## src/rtl/ffba_ram.sv

```systemverilog
`timescale 1ns / 1ps
// -----------------------------------------------------------------------------
// ffba_ram
// Simple dual-port RAM, one write and one read port, registered read data.
// -----------------------------------------------------------------------------
module ffba_ram #(
  parameter int WIDTH = 16,
  parameter int DEPTH = 2
) (
  input  logic                                   clk,
  input  logic                                   we,
  input  logic [((DEPTH > 1) ? $clog2(DEPTH) : 1)-1:0] waddr,
  input  logic [WIDTH-1:0]                       wdata,
  input  logic [((DEPTH > 1) ? $clog2(DEPTH) : 1)-1:0] raddr,
  output logic [WIDTH-1:0]                       rdata
);

  localparam int AW = (DEPTH > 1) ? $clog2(DEPTH) : 1;

  logic [WIDTH-1:0] mem_r [0:(1 << AW)-1];
  logic [WIDTH-1:0] rdata_r;

  always_ff @(posedge clk) begin
    if (we) begin
      mem_r[waddr] <= wdata;
    end
    rdata_r <= mem_r[raddr];
  end

  assign rdata = rdata_r;

endmodule

```

## src/rtl/ffba_cell.sv

```systemverilog
`timescale 1ns / 1ps
// -----------------------------------------------------------------------------
// ffba_cell
// One internal level of the max tree. Each entry holds the maxima of the two
// child subtrees. Steers the search token down, folds the update back up.
// -----------------------------------------------------------------------------
module ffba_cell #(
  parameter int LEVEL = 0,
  parameter int IW    = 10,
  parameter int SW    = 16
) (
  input  logic          clk,
  input  logic          rst_n,
  // clearing sweep, broadcast
  input  logic          sw_active,
  input  logic [IW-1:0] sw_idx,
  input  logic [SW-1:0] sw_cap,
  input  logic [IW:0]   sw_used,
  // size under search
  input  logic [SW-1:0] size,
  // search token from the level above / to the level below
  input  logic          dn_valid,
  input  logic [IW-1:0] dn_idx,
  output logic          dn_out_valid,
  output logic [IW-1:0] dn_out_idx,
  // update from the level below / to the level above
  input  logic          up_valid,
  input  logic [SW-1:0] up_val,
  output logic          up_out_valid,
  output logic [SW-1:0] up_out_val
);

  localparam int AW = (LEVEL > 0) ? LEVEL : 1;
  localparam int SH = IW - LEVEL;

  logic            rd_pend_r;
  logic [IW-1:0]   idx_r;
  logic [2*SW-1:0] rd_data;
  logic [2*SW-1:0] entry_r;
  logic            dir_r;
  logic            up_valid_r;
  logic [SW-1:0]   up_val_r;

  logic [SW-1:0]   lmax;
  logic            go_right;
  logic [SW-1:0]   other;
  logic [2*SW-1:0] up_entry;
  logic [IW-1:0]   sw_node;
  logic [IW:0]     sw_lstart;
  logic [IW:0]     sw_rstart;
  logic [2*SW-1:0] sw_entry;
  logic            we;
  logic [AW-1:0]   waddr;
  logic [2*SW-1:0] wdata;

  assign lmax     = rd_data[2*SW-1:SW];
  assign go_right = lmax < size;

  assign dn_out_valid = rd_pend_r;
  assign dn_out_idx   = IW'({idx_r, go_right});

  // sibling max kept from the descent
  assign other    = dir_r ? entry_r[2*SW-1:SW] : entry_r[SW-1:0];
  assign up_entry = dir_r ? {other, up_val} : {up_val, other};

  // entry on clear: each child max is full if that child's first leaf is in use
  assign sw_node   = sw_idx >> SH;
  assign sw_lstart = {1'b0, sw_node} << SH;
  assign sw_rstart = sw_lstart + ((IW+1)'(1) << (SH - 1));
  assign sw_entry  = {(sw_lstart < sw_used) ? sw_cap : {SW{1'b0}},
                      (sw_rstart < sw_used) ? sw_cap : {SW{1'b0}}};

  assign we    = sw_active | up_valid;
  assign waddr = sw_active ? sw_node[AW-1:0] : idx_r[AW-1:0];
  assign wdata = sw_active ? sw_entry : up_entry;

  ffba_ram #(
    .WIDTH (2*SW),
    .DEPTH (1 << LEVEL)
  ) u_ram (
    .clk   (clk),
    .we    (we),
    .waddr (waddr),
    .wdata (wdata),
    .raddr (dn_idx[AW-1:0]),
    .rdata (rd_data)
  );

  always_ff @(posedge clk) begin
    if (!rst_n) begin
      rd_pend_r  <= 1'b0;
      up_valid_r <= 1'b0;
    end else begin
      rd_pend_r  <= dn_valid;
      up_valid_r <= up_valid;
    end
  end

  always_ff @(posedge clk) begin
    if (dn_valid) begin
      idx_r <= dn_idx;
    end
    if (rd_pend_r) begin
      entry_r <= rd_data;
      dir_r   <= go_right;
    end
    up_val_r <= (other > up_val) ? other : up_val;
  end

  assign up_out_valid = up_valid_r;
  assign up_out_val   = up_val_r;

endmodule

```

## config.mk

```make
export PLATFORM = sky130hd
export DESIGN_NAME = ffba_cell
export DESIGN_NICKNAME = d
export VERILOG_FILES = /design/src/rtl/ffba_ram.sv /design/src/rtl/ffba_cell.sv
export SDC_FILE = /design/constraint.sdc
export NUM_CORES = 1
export LEC_CHECK = 0
export BUFFER_PORTS_ARGS = -buffer_cell sky130_fd_sc_hd__clkbuf_2
export CAP_MARGIN = 40
export CORE_ASPECT_RATIO = 0.5
export CORE_UTILIZATION = 50
export CTS_BUF_LIST = sky130_fd_sc_hd__clkbuf_4 sky130_fd_sc_hd__clkbuf_8 sky130_fd_sc_hd__clkbuf_16
export DETAILED_ROUTE_END_ITERATION = 10
export PLACE_DENSITY = 0.82
export SYNTH_ARGS = -nofsm -noshare
export SYNTH_HDL_FRONTEND = slang
export SYNTH_SLANG_ARGS = --single-unit
```

## constraint.sdc

```tcl
create_clock -name clk -period 8.2 [get_ports clk]
set_input_delay 0 -clock clk [delete_from_list [all_inputs] [get_ports clk]]
set_output_delay 0 -clock clk [all_outputs]
set_load 0.03 [all_outputs]
```

# Word-level counts from Yosys, hierarchy flattened
# Memories as Yosys holds them, arrays and structs flattened. A register that Yosys moved wholly into a read port is not among the register bits.
# Index checks and enable logic that the tools add are counted.
dict set report classes {
  add_sub_neg 0
  mul 0
  div_mod_pow 0
  magnitude_cmp 4
  eq_ne 0
  shifts 0
  n_mux 9
  bitwise_logic 1
  reduce_logical 0
}
# cell n
set op_table {}
lappend op_table {{16-bit 2-to-1 mux} 4}
lappend op_table {{32-bit 2-to-1 mux} 2}
lappend op_table {{16-bit > comparator} 1}
lappend op_table {{16-bit < comparator} 1}
lappend op_table {{1-bit by 11-bit < comparator with 1-bit output (first input constant)} 1}
lappend op_table {{10-bit by 11-bit < comparator with 1-bit output (first input constant)} 1}
lappend op_table {{1-bit 2-to-1 mux} 3}
lappend op_table {{1-bit OR} 1}
dict set report word_totals {
  register_bits 60
  latchBits 0
  ram_bits 64
  rom_bits 0
  out_inout_bits 28
  wordCells 21
  n_memories 1
}
# memory depth word_bits rd rd_clocked_by_memory_dff write_ports line_no
set memory_table {}
lappend memory_table {u_ram.mem_r 2 32 1 1 1 ffba_ram.sv:20} ;# logic [WIDTH-1:0] mem_r [0:(1 << AW)-1];

# Longest topological paths before layout
dict set report logic_depth {
  depth_word 3
  depth_mapped 11
  ltp_nobuf 8
}

# Modules after synthesis
# A second synthesis with hierarchy kept.
dict set report hier_totals {
  cells_unflattened 511
  hier_area_um2 6982.9
}
# mod instances cells_each area_each_um2
set modules_own_cells {}
lappend modules_own_cells {ffba_cell 1 377 3863.7}
lappend modules_own_cells {ffba_ram 1 134 3119.2}

# Worst setup path before layout
# OpenSTA, ideal clock, no wires.
dict set report synth_timing {
  path_type {reg2reg}
  start {reg dir_r}
  end {reg up_val_r[10] (netlist: up_out_val[10])}
  arrival_time_ns 2.726
  t_required_ns 8.121
  setup_slack_ns 5.395
  stages_incl_launch_ff 12
  n_path_buf 4
  synth_period_minus_slack_ns 2.805
  path_cell_list {edfxtp_1 -> buf_1 -> mux2_2 -> ha_1 -> nand4_4 -> o21ba_2 -> buf_2 -> nand3_1 -> or3_1 -> buf_4 -> buf_6 -> a211oi_2}
}
dict set report synth_between {
  elab_chain_len 3
}
# element line_no
set synth_rtl {}
lappend synth_rtl {{start: declaration} ffba_cell.sv:40} ;# logic dir_r;
lappend synth_rtl {{start signal: assignment} ffba_cell.sv:105} ;# dir_r <= go_right;
lappend synth_rtl {{16-bit 2-to-1 mux *} ffba_cell.sv:63} ;# assign other = dir_r ? entry_r[2*SW-1:SW] : entry_r[SW-1:0];
lappend synth_rtl {{16-bit > comparator} ffba_cell.sv:107} ;# up_val_r <= (other > up_val) ? other : up_val;
lappend synth_rtl {{16-bit 2-to-1 mux *} ffba_cell.sv:107}
lappend synth_rtl {{end signal: assignment} ffba_cell.sv:107}
lappend synth_rtl {{end: declaration} ffba_cell.sv:42} ;# logic [SW-1:0] up_val_r;
# Every way passes the cells marked *; elsewhere a longest branch is shown, timed or not.
# A chain may end at the register's enable or synchronous reset.

# Worst setup path in the final report
dict set report layout_timing {
  start {reg dir_r}
  end {reg up_val_r[15] (netlist: up_out_val[15])}
}
# The elaborated chain is that of the path after synthesis.

==> qor.csv <==
metric,value,unit
total number of vias,4726,
Chip Width,167,microns
antenna cell count,0,
Worst R2R Path Depth,8,
r2r setup slk,4.32,ns
final clock period utilization by the worst path,0.473,
Clock Tree Buf Depth,2,
CTS tree,yes,
Tmin final,3.88,ns
Leakage,3.50,nW
Routed WL,15900,microns
Synth Flop Type,edfxtp_1,
synthesis-stage register bit count,156,
CTS resizes,0,
Max-slew headroom,0.481,
layout cells sized above 1,0.312,
chip height,84.6,microns
Hold EP,u_ram.mem_r[0][27]$_DFFE_PP_,
Avg Synthesized Cell Area,13.3,sq um
final antenna-violating net count,0,
reg2reg end,up_out_val[15]$_DFF_P_,
reg2reg start,dir_r$_DFFE_PP_,
final hold violations,0,
Power Internal,0.00151,W
GRT Residual Overflow,0,
clock latency on the worst-skew pair,0.42,ns
startpoint types,flip-flop,
Flop pwr share,0.464,
I/O pin cnt,112,
"non-filler cells, final",823,
clk_skew,0.00832,ns
# hold bufs at CTS,31,
synth warn,0,
per-cell routed wire length,19.3,microns
crit end category,flip-flop,
CTS H-tree depth,4,
fin nets,755,
met1 Use GR,0.309,
Syn Inst Count,511,
sequential share of the synthesized area,0.613,
status,finished clean,
peak supply drop,0.000145,V
Num CTS Buffers,17,
Setup TNS,0,ns
first-pass GRT wire length,24400,microns
DRT Pass-1 Iters,5,
Clock Power Share,0.395,
Root Buffer,clkbuf_16,
ys async rst share,0,
Max Fanout on Critical Path,49,
Initial Util,0.525,
net switching power figure,0.000510,W
"Slew Viols, Final",0,
top-count cell post-synth,edfxtp_1,
met3 usage,0.0589,
met2 Usage GRT,0.370,
crit path kind,reg -> reg,
via/cell ratio,5.74,
maxcap violations,0,
Clock Sinks,156,
Min-Delay Startpoint,sw_cap[11],
number of port buffers,100,
"Reg clk slew, reported paths",0.06,ns
WHS Path Cells,3,
Required @ worst endpoint,8.45,ns
Hold Slack,0.0193,ns
P per Cell Area,240,nW/um^2
initial antenna violation count,0,
Core Footprint,13000,sq um
Sw Share,0.253,
Mapped Nets,626,
Final Setup Violations,0,
die area,14100,sq um
largest net degree at the start of global routing,50,
leading area contributor after synthesis,edfxtp_1,
worst-margin pin slew,0.778,ns
RSZ-0062 raised after global routing,false,
combinational share of power,0.140,
DP HPWL,10100,microns
dpl cells,760,
top cell type's share of synthesized area,0.467,
gr busiest metal,met2,
Hold Crit Class,in -> reg,
"Distinct cells, synth",44,
Post-synth top cells,"edfxtp_1, dfxtp_1, mux2_2",
synthesis-to-layout area growth,23.3,%
routability congestion estimate,0.810,
row cnt,29,
Initial DRC Count,475,
Placed Area,7510,sq um
Worst EP arrival,4.13,ns
Remaining DRCs,0,
number of post-CTS setup repair buffers,0,
"EDFF count, synth",106,
cell area after layout,8410,sq um
mapped cell area,6820,sq um
Fmax achieved,0.258,GHz
vias in the first global route,4541,
Overall Global Routing Usage,0.232,
ranking of synthesized cells by area,"edfxtp_1, dfxtp_1, mux2_2",
fin util,0.648,
==> registers in the layout, summed over array words and instances (netlist names) <==
| signal | flops |
|---|---|
| u_ram.mem_r | 64 |
| entry_r | 32 |
| dir_r | 1 |
| up_out_valid | 1 |
| up_out_val | 16 |
| u_ram.rdata | 32 |
| idx_r | 9 |
| dn_out_valid | 1 |
==> how the worst max path moves through the flow <==
stage / startpoint / to / slack (ns) / depth (start not counted)
floorplan: dir_r$_DFFE_PP_ / up_out_val[10]$_DFF_P_ / 5.39 / 11
CTS: dir_r$_DFFE_PP_ / up_out_val[15]$_DFF_P_ / 4.35 / 8
global placement: dir_r$_DFFE_PP_ / up_out_val[15]$_DFF_P_ / 4.34 / 7
detailed placement: dir_r$_DFFE_PP_ / up_out_val[15]$_DFF_P_ / 4.36 / 8
finish: dir_r$_DFFE_PP_ / up_out_val[15]$_DFF_P_ / 4.32 / 8
global route: dir_r$_DFFE_PP_ / up_out_val[15]$_DFF_P_ / 4.13 / 8
==> cell families after synthesis <==
group	synth area share
AOI/OAI and AO/OA	0.0886
adders and majority gates	0.0569
buffers and inverters	0.0376
DFF	0.613
muxes	0.123
and+or+nand+nor	0.0805
==> final cells by class <==
cell class                      count  area (sq um)
Fill cell                         896          4580
Sequential cell                   156          4180
Multi-Input combinational cell    294          2390
Timing Repair Buffer              140           915
Clock buffer                       17           425
Tap cell                          170           213
Clock inverter                     15           171
Inverter                           31           116
==> power by group through the flow <==
stage	Combinational [W]	Sequential, W	Clock, W
final	0.000283	0.000936	0.000796
after global routing	0.000304	0.000941	0.000832
after CTS	0.000280	0.000936	0.000803
after detailed placement	0.000264	0.000952	0
after global placement	0.000253	0.000949	0
after floorplan	0.000144	0.000986	0
==> through the flow <==
step / setup WS, ns / total power [W]
5_1_grt: 4.13 / 0.00208
3_5_place_dp: 4.36 / 0.00122
3_3_place_gp: 4.34 / 0.00120
2_1_floorplan: 5.39 / 0.00113
4_1_cts: 4.35 / 0.00202
6_report: 4.32 / 0.00201
==> routing by layer <==
metal,share of wire,vias to the layer above
met1,0.43,2312
met5,0,-
met3,0.073,32
met4,0.018,0
li1,-,2183
met2,0.47,199
==> cells in the final DEF, fill, tap and decap left out, drive strengths merged, types with 3 or more instances in the layout <==
cell,count
clkbuf,117
edfxtp,106
dfxtp,50
mux2,47
nor2,34
inv,34
o22ai,32
mux2i,31
ha,31
dlygate4sd3,31
nand2,21
nand4,20
nor3,17
a211oi,16
a21oi,9
buf,9
a21o,7
clkinvlp,5
clkinv,4
nand3,3
and2,3
bufinv,3
==> worst max-delay path, cell delays in order (launching register included) <==
cell and delay (ns):
edfxtp_1 0.32, buf_4 0.58, mux2_2 0.47, ha_1 0.39, nand4_4 0.17, nor4_4 0.37
a21boi_4 0.50, or3_1 0.70, a211oi_1 0.20
Note: power is estimated with default switching activity, not from simulation.
